### src/irs_pkg.sv
// ----------------------------------------------------------------------------
// irs_pkg
// Shared constants and helpers for the icon reference scanner.
// ----------------------------------------------------------------------------
`default_nettype none

package irs_pkg;

   localparam int unsigned MAX_PENDING_DEFAULT = 48;

   localparam logic [7:0] CH_LPAREN = 8'h28;  // '('
   localparam logic [7:0] CH_RPAREN = 8'h29;  // ')'
   localparam logic [7:0] CH_N      = 8'h6E;  // 'n'
   localparam logic [7:0] CH_F      = 8'h66;  // 'f'
   localparam logic [7:0] CH_DASH   = 8'h2D;  // '-'
   localparam logic [7:0] CH_USCORE = 8'h5F;  // '_'
   localparam logic [7:0] CH_LOW_A  = 8'h61;  // 'a'
   localparam logic [7:0] CH_LOW_Z  = 8'h7A;  // 'z'
   localparam logic [7:0] CH_ZERO   = 8'h30;  // '0'
   localparam logic [7:0] CH_NINE   = 8'h39;  // '9'

   function automatic logic is_name_char(input logic [7:0] c);
      is_name_char = (c >= CH_LOW_A && c <= CH_LOW_Z) ||
                     (c >= CH_ZERO && c <= CH_NINE) ||
                     (c == CH_DASH) || (c == CH_USCORE);
   endfunction

endpackage

`default_nettype wire

### src/irs_ram.sv
// ----------------------------------------------------------------------------
// irs_ram
// Simple dual-port RAM: one write port, one read port, registered read data.
// ----------------------------------------------------------------------------
`default_nettype none

module irs_ram #(
   parameter int unsigned WIDTH = 8,
   parameter int unsigned DEPTH = 48
) (
   input  wire                       clock,
   input  wire                       wr_en,
   input  wire  [$clog2(DEPTH)-1:0]  wr_addr,
   input  wire  [WIDTH-1:0]          wr_data,
   input  wire                       rd_en,
   input  wire  [$clog2(DEPTH)-1:0]  rd_addr,
   output logic [WIDTH-1:0]          rd_data
);

   logic [WIDTH-1:0] mem_ff [DEPTH];

   always_ff @(posedge clock) begin
      if (wr_en) begin
         mem_ff[wr_addr] <= wr_data;
      end
      if (rd_en) begin
         rd_data <= mem_ff[rd_addr];
      end
   end

endmodule

`default_nettype wire

### src/icon_reference_scanner.sv
// ----------------------------------------------------------------------------
// icon_reference_scanner
// Finds "(nf-name)" icon references in a byte stream; candidates are held in
// a pending RAM and released as icon or plain text bytes.
// ----------------------------------------------------------------------------
//  channel | dir | handshake            | payload
//  req_    | in  | req_valid/req_stall  | req_byte, req_run_end
//  rsp_    | out | rsp_valid/rsp_stall  | rsp_byte, rsp_kind, rsp_icon_last,
//          |     |                      | rsp_run_done, rsp_burst_last
//
//  Plain text and held bytes are accepted as they come. A release emits
//  the held bytes (one RAM read per beat, read issued ahead of the beat),
//  all but the '(' for an icon, followed by a trailing text byte if any.
//  Input stalls during a release and while a stalled beat sits in the
//  output register.
//  Reset (synchronous) empties the candidate; the RAM needs no clearing.
// ----------------------------------------------------------------------------
`default_nettype none

module icon_reference_scanner #(
   parameter int unsigned MAX_PENDING = irs_pkg::MAX_PENDING_DEFAULT
) (
   input  wire        clock,
   input  wire        reset,
   input  wire        req_valid,
   output logic       req_stall,
   input  wire  [7:0] req_byte,
   input  wire        req_run_end,
   output logic       rsp_valid,
   input  wire        rsp_stall,
   output logic [7:0] rsp_byte,
   output logic       rsp_kind,
   output logic       rsp_icon_last,
   output logic       rsp_run_done,
   output logic       rsp_burst_last
);

   localparam int unsigned AW = $clog2(MAX_PENDING);
   localparam int unsigned CW = $clog2(MAX_PENDING + 1);

   localparam logic [1:0] ST_IDLE  = 2'd0;
   localparam logic [1:0] ST_DRAIN = 2'd1;
   localparam logic [1:0] ST_TAIL  = 2'd2;

   localparam logic [2:0] PH_IDLE = 3'd0;
   localparam logic [2:0] PH_OPEN = 3'd1;
   localparam logic [2:0] PH_N    = 3'd2;
   localparam logic [2:0] PH_NF   = 3'd3;
   localparam logic [2:0] PH_NAME = 3'd4;

   localparam logic [1:0] TAIL_NONE = 2'd0;
   localparam logic [1:0] TAIL_EMIT = 2'd1;
   localparam logic [1:0] TAIL_HOLD = 2'd2;

   logic [1:0]    state_ff, state_in;
   logic [2:0]    phase_ff, phase_in;
   logic [CW-1:0] count_ff, count_in;
   logic [CW-1:0] rd_idx_ff, rd_idx_in;
   logic [CW-1:0] ld_idx_ff, ld_idx_in;
   logic          inflight_ff, inflight_in;
   logic          kind_ff, kind_in;
   logic [1:0]    tail_ff, tail_in;
   logic          end_ff, end_in;
   logic [7:0]    byte_ff, byte_in;

   logic          out_valid_ff, out_valid_in;
   logic [7:0]    out_byte_ff, out_byte_in;
   logic          out_kind_ff, out_kind_in;
   logic          out_icon_last_ff, out_icon_last_in;
   logic          out_run_done_ff, out_run_done_in;
   logic          out_burst_last_ff, out_burst_last_in;

   logic          mem_we;
   logic [AW-1:0] mem_wr_addr;
   logic [7:0]    mem_wr_data;
   logic          mem_re;
   logic [AW-1:0] mem_rd_addr;
   logic [7:0]    mem_rd_data;

   logic          out_free;
   logic          accept;
   logic [7:0]    want;
   logic          ext;
   logic          icon;
   logic          load;
   logic          last;
   logic          more;

   irs_ram #(
      .WIDTH (8),
      .DEPTH (MAX_PENDING)
   ) u_pending (
      .clock   (clock),
      .wr_en   (mem_we),
      .wr_addr (mem_wr_addr),
      .wr_data (mem_wr_data),
      .rd_en   (mem_re),
      .rd_addr (mem_rd_addr),
      .rd_data (mem_rd_data)
   );

   assign out_free  = !out_valid_ff || !rsp_stall;
   assign req_stall = !((state_ff == ST_IDLE) && out_free);
   assign accept    = req_valid && !req_stall;

   always_comb begin
      case (phase_ff)
         PH_OPEN: want = irs_pkg::CH_N;
         PH_N:    want = irs_pkg::CH_F;
         default: want = irs_pkg::CH_DASH;
      endcase
   end

   assign ext = ((phase_ff == PH_OPEN || phase_ff == PH_N || phase_ff == PH_NF) &&
                 req_byte == want) ||
                (phase_ff == PH_NAME && irs_pkg::is_name_char(req_byte) &&
                 count_ff < CW'(MAX_PENDING));
   assign icon = (phase_ff == PH_NAME) && (req_byte == irs_pkg::CH_RPAREN);

   assign load = (state_ff == ST_DRAIN) && inflight_ff && out_free;
   assign last = (ld_idx_ff == count_ff - CW'(1));
   assign more = (rd_idx_ff < count_ff);

   always_comb begin
      state_in          = state_ff;
      phase_in          = phase_ff;
      count_in          = count_ff;
      rd_idx_in         = rd_idx_ff;
      ld_idx_in         = ld_idx_ff;
      inflight_in       = inflight_ff;
      kind_in           = kind_ff;
      tail_in           = tail_ff;
      end_in            = end_ff;
      byte_in           = byte_ff;
      out_valid_in      = out_valid_ff && rsp_stall;
      out_byte_in       = out_byte_ff;
      out_kind_in       = out_kind_ff;
      out_icon_last_in  = out_icon_last_ff;
      out_run_done_in   = out_run_done_ff;
      out_burst_last_in = out_burst_last_ff;
      mem_we            = 1'b0;
      mem_wr_addr       = '0;
      mem_wr_data       = req_byte;
      mem_re            = 1'b0;
      mem_rd_addr       = rd_idx_ff[AW-1:0];

      case (state_ff)
         ST_IDLE: begin
            if (accept) begin
               if (phase_ff == PH_IDLE) begin
                  if (req_byte == irs_pkg::CH_LPAREN && !req_run_end) begin
                     mem_we   = 1'b1;
                     count_in = CW'(1);
                     phase_in = PH_OPEN;
                  end else begin
                     out_valid_in      = 1'b1;
                     out_byte_in       = req_byte;
                     out_kind_in       = 1'b0;
                     out_icon_last_in  = 1'b0;
                     out_run_done_in   = req_run_end;
                     out_burst_last_in = 1'b1;
                     count_in          = '0;
                  end
               end else if (ext && !req_run_end) begin
                  mem_we      = 1'b1;
                  mem_wr_addr = count_ff[AW-1:0];
                  count_in    = count_ff + CW'(1);
                  phase_in    = (phase_ff == PH_NAME) ? PH_NAME : phase_ff + 3'd1;
               end else begin
                  // release the candidate; icon skips the '(' at entry 0
                  mem_re      = 1'b1;
                  mem_rd_addr = AW'(icon);
                  ld_idx_in   = CW'(icon);
                  rd_idx_in   = CW'(icon) + CW'(1);
                  inflight_in = 1'b1;
                  kind_in     = icon;
                  end_in      = req_run_end;
                  byte_in     = req_byte;
                  state_in    = ST_DRAIN;
                  if (icon) begin
                     tail_in = TAIL_NONE;
                  end else if (!ext && !req_run_end &&
                               req_byte == irs_pkg::CH_LPAREN) begin
                     tail_in = TAIL_HOLD;
                  end else begin
                     tail_in = TAIL_EMIT;
                  end
               end
            end
         end
         ST_DRAIN: begin
            if (load) begin
               out_valid_in      = 1'b1;
               out_byte_in       = mem_rd_data;
               out_kind_in       = kind_ff;
               out_icon_last_in  = kind_ff && last;
               out_burst_last_in = last && (tail_ff != TAIL_EMIT);
               out_run_done_in   = last && (tail_ff != TAIL_EMIT) && end_ff;
               inflight_in       = 1'b0;
            end
            if ((!inflight_ff || load) && more) begin
               mem_re      = 1'b1;
               ld_idx_in   = rd_idx_ff;
               rd_idx_in   = rd_idx_ff + CW'(1);
               inflight_in = 1'b1;
            end
            if (load && last) begin
               case (tail_ff)
                  TAIL_HOLD: begin
                     mem_we      = 1'b1;
                     mem_wr_data = byte_ff;
                     count_in    = CW'(1);
                     phase_in    = PH_OPEN;
                     state_in    = ST_IDLE;
                  end
                  TAIL_EMIT: begin
                     count_in = '0;
                     phase_in = PH_IDLE;
                     state_in = ST_TAIL;
                  end
                  default: begin
                     count_in = '0;
                     phase_in = PH_IDLE;
                     state_in = ST_IDLE;
                  end
               endcase
            end
         end
         ST_TAIL: begin
            if (out_free) begin
               out_valid_in      = 1'b1;
               out_byte_in       = byte_ff;
               out_kind_in       = 1'b0;
               out_icon_last_in  = 1'b0;
               out_run_done_in   = end_ff;
               out_burst_last_in = 1'b1;
               state_in          = ST_IDLE;
            end
         end
         default: begin
            state_in = ST_IDLE;
         end
      endcase
   end

   always_ff @(posedge clock) begin
      if (reset) begin
         state_ff     <= ST_IDLE;
         phase_ff     <= PH_IDLE;
         count_ff     <= '0;
         inflight_ff  <= 1'b0;
         out_valid_ff <= 1'b0;
      end else begin
         state_ff     <= state_in;
         phase_ff     <= phase_in;
         count_ff     <= count_in;
         inflight_ff  <= inflight_in;
         out_valid_ff <= out_valid_in;
      end
   end

   always_ff @(posedge clock) begin
      rd_idx_ff         <= rd_idx_in;
      ld_idx_ff         <= ld_idx_in;
      kind_ff           <= kind_in;
      tail_ff           <= tail_in;
      end_ff            <= end_in;
      byte_ff           <= byte_in;
      out_byte_ff       <= out_byte_in;
      out_kind_ff       <= out_kind_in;
      out_icon_last_ff  <= out_icon_last_in;
      out_run_done_ff   <= out_run_done_in;
      out_burst_last_ff <= out_burst_last_in;
   end

   assign rsp_valid      = out_valid_ff;
   assign rsp_byte       = out_byte_ff;
   assign rsp_kind       = out_kind_ff;
   assign rsp_icon_last  = out_icon_last_ff;
   assign rsp_run_done   = out_run_done_ff;
   assign rsp_burst_last = out_burst_last_ff;

endmodule

`default_nettype wire

### config.mk
export PLATFORM = sky130hd
export DESIGN_NAME = icon_reference_scanner
export DESIGN_NICKNAME = d
export VERILOG_FILES = /design/src/irs_pkg.sv /design/src/irs_ram.sv /design/src/icon_reference_scanner.sv
export SDC_FILE = /design/constraint.sdc
export NUM_CORES = 1
export LEC_CHECK = 0
export ABC_AREA = 1
export BUFFER_PORTS_ARGS = -buffer_cell sky130_fd_sc_hd__buf_2
export CAP_MARGIN = 10
export CORE_MARGIN = 2
export CORE_UTILIZATION = 25
export DETAILED_ROUTE_END_ITERATION = 6
export PLACE_DENSITY_LB_ADDON = 0.3
export SYNTH_ARGS = -nofsm -noshare
export SYNTH_HDL_FRONTEND = slang
export SYNTH_SLANG_ARGS = --single-unit
### constraint.sdc
create_clock -name clock -period 6.95 [get_ports clock]
set_clock_uncertainty 0.1 [all_clocks]
set_input_delay 1.0425 -clock clock [delete_from_list [all_inputs] [get_ports clock]]
set_output_delay 1.0425 -clock clock [all_outputs]
set_load 0.02 [all_outputs]
## Yosys cells after proc, flatten, opt, wreduce, memory -nomap -nowiden

Memories as Yosys holds them, arrays and structs flattened. A register that Yosys moved wholly into a read port is not among the register bits.
Index checks and enable logic that the tools add are counted.

| cells by class | value |
|---|---|
| add/sub/neg operators | 5 |
| order comparisons | 6 |
| equal/unequal tests | 27 |
| muxes and demuxes | 97 |
| bitwise logic cells | 2 |
| reductions and logical operators | 45 |

Operators with widths:

| cell | count |
|---|---|
| $mux 6 | 20 |
| $mux 8 | 8 |
| $mux 1 | 41 |
| $pmux 6 s2 | 3 |
| $eq 8x6->1 const B | 3 |
| $pmux 8 s3 | 1 |
| $logic_and 1x1->1 | 20 |
| $reduce_and 5->1 | 4 |
| $mux 3 | 6 |
| $pmux 1 s3 | 5 |
| $mux 2 | 7 |
| $pmux 7 s2 | 1 |
| $add 6x1->6 const B | 2 |
| $ne 2x2->1 const B | 6 |
| $eq 8x7->1 const B | 1 |
| $eq 8x8->1 | 1 |
| $ge 8x6->1 const B | 1 |
| $ge 8x7->1 const B | 1 |
| $le 8x6->1 const B | 1 |
| $le 8x7->1 const B | 1 |
| $logic_or 1x1->1 | 8 |
| $ne 2x1->1 const B | 4 |
| $reduce_and 4->1 | 2 |
| $eq 3x2->1 const B | 2 |
| 22 further kinds | 33 |

| word-level totals | value |
|---|---|
| flip-flop bits (word level) | 49 |
| memory bits (writable) | 384 |
| bits of input ports | 13 |
| output and inout bits | 14 |
| logic and storage cells | 199 |
| memories kept | 1 |

Memories:

| name | depth | width | read ports | clocked after Yosys merged registers in | write ports | line | source |
|---|---|---|---|---|---|---|---|
| u_pending.mem_ff | 48 | 8 | 1 | 1 | 1 | irs_ram.sv:20 | `logic [WIDTH-1:0] mem_ff [DEPTH];` |

## Logic depth before layout (Yosys ltp)

Gate-level depths: netlist of the first run.

| depth | value |
|---|---|
| depth after elaboration | 15 |
| depth in mapped cells | 21 |

## Hierarchy

A second synthesis of the first run with hierarchy kept.

| unflattened totals | value |
|---|---|
| cells, all modules | 1766 |
| area, all modules | 19199.7 µm² |

By module, submodules not included:

| module | times used | cells an instance | area each (µm²) |
|---|---|---|---|
| irs_ram | 1 | 1318 | 15912.8 |
| icon_reference_scanner | 1 | 448 | 3286.9 |

## Least setup slack after synthesis of the first run

No wires, ideal clock.

| timing | value |
|---|---|
| kind | input to register |
| start point | input port rsp_stall |
| end point | memory u_pending.mem_ff[0][7] (data pin) |
| setup time | 578 ps |
| arrival time | 3700 ps |
| data required time | 6272 ps |
| setup slack | 2571 ps |
| cell stages on the path | 6 |
| buffers on the path | 1 |
| cell sequence | nand2_1 -> nand3_1 -> inv_1 -> nand3_1 -> clkbuf_1 -> o21ai_0 |

| between the ends | value |
|---|---|
| cells in the longest elaborated chain, start to end | 6 |

Ends and longest elaborated chain:

| item | line | source |
|---|---|---|
| from (decl) | icon_reference_scanner.sv:30 | `input wire rsp_stall,` |
| $logic_not 1->1 | icon_reference_scanner.sv:102 | `assign out_free = !out_valid_ff \|\| !rsp_stall;` |
| $logic_or 1x1->1 | icon_reference_scanner.sv:102 |  |
| $logic_and 1x1->1 | icon_reference_scanner.sv:120 | `assign load = (state_ff == ST_DRAIN) && inflight_ff && out_free;` |
| $logic_and 1x1->1 | icon_reference_scanner.sv:207 | `if (load && last) begin` |
| $mux 8 | icon_reference_scanner.sv:207 |  |
| $mux 8 | icon_reference_scanner.sv:147 | `case (state_ff)` |
| named net mem_wr_data[7] | icon_reference_scanner.sv:75 | `logic [7:0] mem_wr_data;` |
| to (decl) | irs_ram.sv:20 |  |

The timed path passes the listed nets, and every way through them passes these cells.

## Worst setup path in the final report of the first run

| timing | value |
|---|---|
| start point | register state_ff[1] |
| end point | register u_pending.rd_data[2], read port of u_pending.mem_ff (data pin) |

| between the ends | value |
|---|---|
| cells in the longest elaborated chain, start to end | 7 |
| elaborated cells between the ends (all ways) | 13 |

Ends and longest elaborated chain:

| item | line | source |
|---|---|---|
| from (decl) | icon_reference_scanner.sv:55 | `logic [1:0] state_ff, state_in;` |
| from (signal assigned) | icon_reference_scanner.sv:254 | `state_ff <= state_in;` |
| $eq 2x1->1 | icon_reference_scanner.sv:120, icon_reference_scanner.sv:147 |  |
| $logic_and 1x1->1 (2 in a row) | icon_reference_scanner.sv:120 |  |
| $logic_or 1x1->1 | icon_reference_scanner.sv:201 | `if ((!inflight_ff \|\| load) && more) begin` |
| $logic_and 1x1->1 | icon_reference_scanner.sv:201 |  |
| $mux 1 | icon_reference_scanner.sv:201 |  |
| $pmux 1 s2 | icon_reference_scanner.sv:147 |  |
| to (decl) | irs_ram.sv:17 | `output logic [WIDTH-1:0] rd_data` |

Parallel ways exist; a longest one is shown, timed or not.
A chain may end at the register's enable or synchronous reset.

==> results.md, run 1 <==
- Sequential share of power: 36.7%
- HP Class: reg -> reg
- Hold slack: 0.3928 ns
- Mapped Avg Cell Area: 10.72 sq um
- Final Max Slew Viols: 0
- FP Rows: 103
- Largest family of logic cells by synthesized area: simple AND/OR/NAND/NOR gates
- Post-synthesis mux area share: 0%
- FF/Latch Area: 13110 sq um
- Final Setup Violations: 0
- Internal power: 5.377 mW
- Post-route ant nets: 0
- R2r startpoint: state_ff[1]$_SDFFE_PP0P_
- CP startpoint: state_ff[1]$_SDFFE_PP0P_
- Net count reported at finish: 1909
- Routed len/inst: 19.28 um
- Max_slew headroom: 22.22%
- Cells on worst reg2reg path: 14
- PD cells: 383.7 nW/um^2
- Post-layout power: 8.756 mW
- Xor/xnor share of the synthesized area: 0.3489%
- Number of vias in the routed layout: 13873
- Port Buffers: 26
- Yosys top cell area share: 64.00%
- Clock Root Buffer: clkbuf_16
- Top post-synthesis cells by area: edfxtp_1, nand3_1, nand2_1
- PnR worst setup slack: 2.244 ns
- Cell taking the most area after synthesis: edfxtp_1
- NetSw: 3.379 mW
- Drt first pass iters: 5
- Detailed Place HPWL: 35200 um
- Fillers: 8196
- Cells after Synth: 1874
- R2R Path End: u_pending.rd_data[2]$_DFFE_PP_
- Post-CTS Setup Bufs: 0
- Post-Place Worst Slack: 1.730 ns
- Total Routing Usage GR: 13.84%
- TritonCTS buffer count: 47
- Critical Path Source Type: flip-flop
- Width of the die: 287.4 um
- Final WL: 57220 um
- Detailed-route vias per instance: 4.674
- Critical path class: reg -> reg
- First-pass GRT wire length: 86510 um
- CP Capture Type: flip-flop
- Synth Cell Area: 20080 sq um
- Post-route minimum period: 4.706 ns
- N_diodes: 0
- Die area: 82620 sq um
- CTS Hold Bufs: 0
- Routing usage on met2: 21.78%
- Worst Path Required: 7.21 ns
- Combinational group share of total power: 35.6%
- Initial Utilization: 25.34%
- Design Area, Final: 22820 sq um
- Clock slew at reported path FFs: 0.06 ns
- Final global-route overflow total: 0
- Distinct cell type count after synthesis: 41
- Max_cap viols: 0
- CTS Buffer Depth: 3
- Status: completed
- CP Max Fanout: 81
- Largest net degree at the start of global routing: 82
- TritonCTS clock tree: done
- Routability congestion estimate: 0.8927
- Placed Cells: 2880
- Synth warnings: 0
- FMAX: 212.5 MHz
- Max VDD drop: 0.0002052 V
- Cell Area, Placed: 21380 sq um
- Worst slew pin tran: 1.162 ns
- Io pins: 27
- Fin util: 28.79%
- Post-synthesis register bit count: 441
- Met3 Usage GRT: 2.087%
- Seq/Total Area, Yosys: 65.29%
- Adder-Cell Fraction of Synth Area: 1.059%
- Multi-input gate area: 5466 sq um
- Height of the die: 287.4 um
- Core area: 79260 sq um
- Share of layout cells above drive strength 1: 8.446%
- Arrival @ worst endpoint: 4.96 ns
- Clock Power Share: 27.7%
- Final period util: 67.71%
- Vias in the first global route: 13579
- P_leak: 8.721 nW
- GRT Max-Usage Layer: met2
- Non-filler cells, final: 2968
- Final Hold Vio Count: 0
- Layout area overhead: 13.64%
- Worst skew pair latency: 0.60 ns
- Residual DRC: 0
- Iteration-0 DRC count of the detailed router: 1351
- Cts repair resizes: 0
- End point of the critical path: u_pending.rd_data[2]$_DFFE_PP_
- Synthesized Nets: 1904
- RSZ-0062 raised after global routing: false
- R2R setup slack: 2.24 ns
- CTS sink count: 441
- Initial antenna violation count: 2
- H-tree levels: 2
- Sw frac: 38.59%
- Fraction of the mapped netlist area in simple logic gates: 16.53%
- Compound-Gate Fraction of Synth Area: 8.722%
- Setup_tns: 0 ns
- GR Util met1: 19.42%
## synthesized netlist by cell type (all sizes together)
| cell type | instances |
|---|---|
| edfxtp | 428 |
| inv | 305 |
| or2 | 19 |
| clkbuf | 43 |
| nand3 | 303 |
| a21boi | 1 |
| and2 | 1 |
| o31ai | 3 |
| and3 | 1 |
| o21a | 3 |
| a31oi | 1 |
| ha | 17 |
| a21oi | 15 |
| nand4 | 5 |
| xnor2 | 2 |
| o21bai | 32 |
| xor2 | 6 |
| nand2 | 307 |
| nor3b | 1 |
| buf | 55 |
| nor2 | 97 |
| nor4 | 3 |
| dfxtp | 13 |
| a2111oi | 1 |
| nor3 | 9 |
| a21bo | 16 |
| a211oi | 4 |
| o211ai | 105 |
| o21ai | 78 |
## layout make-up
type	count	share of cell area (%)
clock buffers	60	5.367
clock inverters	28	0.9594
inverters	305	5.016
multi-input cells	1030	23.95
flip-flops and latches	441	57.46
well taps	1050	5.757
repair buffers	54	1.491
## worst min path at each step
stage | start | to | cells after the start
2_1_floorplan | inflight_ff$_SDFFE_PP0P_ | inflight_ff$_SDFFE_PP0P_ | 2
3_3_place_gp | inflight_ff$_SDFFE_PP0P_ | inflight_ff$_SDFFE_PP0P_ | 2
3_5_place_dp | inflight_ff$_SDFFE_PP0P_ | inflight_ff$_SDFFE_PP0P_ | 2
4_1_cts | inflight_ff$_SDFFE_PP0P_ | inflight_ff$_SDFFE_PP0P_ | 2
5_1_grt | inflight_ff$_SDFFE_PP0P_ | inflight_ff$_SDFFE_PP0P_ | 2
6_report | inflight_ff$_SDFFE_PP0P_ | inflight_ff$_SDFFE_PP0P_ | 2
## flip-flops by register name, indices dropped and copies added (netlist names)
name               cells
state_ff               2
end_ff                 1
count_ff               6
rsp_byte               8
tail_ff                2
u_pending.rd_data      8
kind_ff                1
rsp_kind               1
rsp_valid              1
rd_idx_ff              6
u_pending.mem_ff     384
byte_ff                8
phase_ff               3
rsp_icon_last          1
rsp_run_done           1
ld_idx_ff              6
inflight_ff            1
rsp_burst_last         1
## critical path, cell delays in order (launching register included)
cell and delay, ns:
dfxtp_1 0.33, inv_1 0.10, ha_1 0.31, nand3_1 0.24, nor2_2 0.42, nand3_2 0.72
nand2_4 1.05, buf_4 0.44, nand2_1 0.08, nand2_1 0.11, nand3_1 0.09, nand3_1 0.12
nand3_1 0.09, nand3_1 0.10, nand2_1 0.08
## layout by cell type (no fill, tap or decap), types with 6 or more instances in the layout
master       n
edfxtp_1   428
nand3_1    301
nand2_1    299
inv_1      296
o211ai_1   105
nor2_1      94
o21ai_0     51
clkbuf_16   47
o21bai_1    32
buf_4       28
buf_2       26
o21ai_1     19
ha_1        17
a21bo_1     16
a21oi_1     15
clkbuf_1    13
dfxtp_1     13
or2_2       11
clkinv_1    11
inv_2        9
nor3_1       9
clkinv_2     9
o21ai_4      8
xor2_1       6
## per-layer routing
layer  vias up  share of wire, %  wire (um)
met5         -                 0          0
li1       6457                 -          -
met4         0               2.6       1497
met2       468                46      26130
met1      6852                45      25950
met3        96               6.4       3643
## cell families (layout without fill, tap and decap cells)
kind of cell,count (synthesis),after routing
simple gates,746,746
flops,441,441
buf+inv,403,447
compound gates,259,259
fa+ha+maj,17,17
xor+xnor,8,8
## power groups by stage
stage	Combinational, mW	Clock, mW	Sequential [mW]
finish	3.12	2.43	3.21
CTS	3.13	2.48	3.21
global route	3.45	2.58	3.22
floorplan	2.11	0	3.28
detailed placement	3.12	0	3.27
global placement	3.10	0	3.26
Power figures use the tool's default switching activity.
==> inputs of run 2 (changes only) <==
==> constraint.sdc (replaced) <==
create_clock -name clock -period 4.69 [get_ports clock]
set_clock_uncertainty 0.1 [all_clocks]
set_input_delay 0.7035 -clock clock [delete_from_list [all_inputs] [get_ports clock]]
set_output_delay 0.7035 -clock clock [all_outputs]
set_load 0.02 [all_outputs]
==> results.md, run 2 (synthesis results as in run 1) <==
- Final Hold Vio Count: 0 (unchanged)
- CTS Hold Bufs: 0 (unchanged)
- Final global-route overflow total: 0 (unchanged)
- Critical path class: reg -> reg
- PD cells: 570.7 nW/um^2 (+49%)
- Width of the die: 287.4 um (unchanged)
- Arrival @ worst endpoint: 4.19 ns (-0.77 ns)
- Worst Path Required: 4.95 ns (-2.26 ns)
- Reg with most FFs: u_pending.mem_ff
- Vias in the first global route: 13705 (+0.93%)
- TritonCTS clock tree: done
- Number of vias in the routed layout: 13993 (+0.86%)
- CTS Buffer Depth: 3 (unchanged)
- Initial Utilization: 25.34% (unchanged)
- Core area: 79260 sq um (unchanged)
- Hold Path Depth: 1 (-1)
- Worst skew pair latency: 0.61 ns (about the same)
- CP Capture Type: flip-flop
- FMAX: 254.5 MHz (+20%)
- Most common cell after layout, fill and taps aside: edfxtp_1
- Io pins: 27 (unchanged)
- Non-filler cells, final: 3017 (+1.7%)
- Die area: 82620 sq um (unchanged)
- TritonCTS buffer count: 50 (+6.4%)
- Max_slew headroom: 42.19% (+20 points)
- Height of the die: 287.4 um (unchanged)
- Fillers: 8148 (-0.59%)
- Final period util: 83.79% (+16 points)
- FF/Latch Area: 13110 sq um (unchanged)
- Max VDD drop: 0.0003604 V (+76%)
- Final Max Slew Viols: 0 (unchanged)
- H-tree levels: 2 (unchanged)
- HP Class: in -> reg
- Residual DRC: 0 (unchanged)
- First-pass GRT wire length: 86090 um (-0.48%)
- Net count reported at finish: 1956 (+2.5%)
- Status: completed
- Detailed Place HPWL: 35230 um (about the same)
- Share of layout cells above drive strength 1: 11.08% (+2.6 points)
- Post-route ant nets: 0 (unchanged)
- Cts repair resizes: 0 (unchanged)
- Final WL: 56800 um (-0.74%)
- Post-route minimum period: 3.930 ns (-0.7762 ns)
- Post-CTS Setup Bufs: 0 (unchanged)
- CP Max Fanout: 44 (-46%)
- Setup_tns: 0 ns (unchanged)
- CTS sink count: 441 (unchanged)
- Routed len/inst: 18.83 um (-2.3%)
- Total Routing Usage GR: 13.68% (-0.16 points)
- Iteration-0 DRC count of the detailed router: 1278 (-5.4%)
- Clock Root Buffer: clkbuf_16
- Detailed-route vias per instance: 4.638 (-0.77%)
- RSZ-0062 raised after global routing: false
- Largest register FFs: 384 (unchanged)
- Most frequent cells in the layout: edfxtp_1, nand3_1, nand2_1
- Final Setup Violations: 0 (unchanged)
- Max_cap viols: 0 (unchanged)
- Clock slew at reported path FFs: 0.06 ns (about the same)
- Multi-input gate area: 5461 sq um (about the same)
- N_diodes: 0 (unchanged)
- Critical Path Source Type: flip-flop
- Layout area overhead: 16.63%
- Port Buffers: 26 (unchanged)
- Drt first pass iters: 6 (+1)
- P_leak: 9.074 nW (+4.0%)
- Routability congestion estimate: 0.8573 (-4.0%)
- Worst slew pin tran: 0.8671 ns (-0.2953 ns)
- Initial antenna violation count: 0 (-2)
- Cells on worst reg2reg path: 15 (+1)
- Largest net degree at the start of global routing: 68 (-17%)
- FP Rows: 103 (unchanged)
- Hold slack: 0.2058 ns (-0.1870 ns)
- Placed Cells: 2924 (+1.5%)
-- run 2: cell count changes in the layout (fill, tap and decap cells not counted), sizes merged --
cell | previous run | this run
buf | 54 | 98
bufinv | 3 | 4
clkbuf | 60 | 55
clkinv | 21 | 30
clkinvlp | 1 | 3
inv | 308 | 306
-- run 2: layer usage --
metal / routed length [um] / GRT usage, % / share of wire [%]
met2: 26450 / 21.96 / 47
met5: 0 / 0 / 0
met1: 25270 / 18.61 / 44
met3: 3675 / 2.548 / 6.5
met4: 1399 / 4.349 / 2.5
-- run 2: worst max-delay path, cell delays in order (launching register included) --
cell and delay, ns:
dfxtp_1 0.33, inv_1 0.10, ha_1 0.30, nand3_1 0.23, nor2_2 0.46, nand2_4 0.29
nand2_2 0.28, nand2_4 0.29, buf_12 0.29, buf_12 0.19, o21bai_1 0.23, nand3_1 0.11
nand3_1 0.13, nand2_1 0.13, nand2_1 0.09, nand2_1 0.06
-- run 2: layout make-up --
cell class	count	share of cell area, %
Clock buffer	55	5.513
Clock inverter	38	1.453
Tap cell	1050	5.609
Multi-Input combinational cell	1030	23.32
Timing Repair Buffer	98	3.237
Inverter	305	4.888
Sequential cell	441	55.98
-- run 2: worst paths after layout --
kind / endpoint / slack [ns] / startpoint
max: u_pending.rd_data[1]$_DFFE_PP_ / 0.76 / state_ff[1]$_SDFFE_PP0P_
min: end_ff$_DFFE_PP_ / 0.21 / req_run_end
max reg2reg: u_pending.rd_data[1]$_DFFE_PP_ / 0.76 / state_ff[1]$_SDFFE_PP0P_
min reg2reg: inflight_ff$_SDFFE_PP0P_ / 0.41 / inflight_ff$_SDFFE_PP0P_
-- run 2: per-stage QoR --
stage                     setup WS, ns  instance area [sq um]  power, mW  util [%]
after floorplan                 0.4059                  20080      7.983         -
after global placement          0.6351                  21790      9.575     27.49
after detailed placement        0.6348                  21790      9.601     27.49
after CTS                       0.8555                  23420      13.48     29.55
after global routing            0.4999                  23420      14.13     29.55
final                           0.7605                  23420      13.37     29.55
-- run 2: where the power goes --
group / internal, mW / switching, mW
Combinational: 1.44 / 3.34
Sequential: 4.62 / 0.114
Clock: 2.22 / 1.64
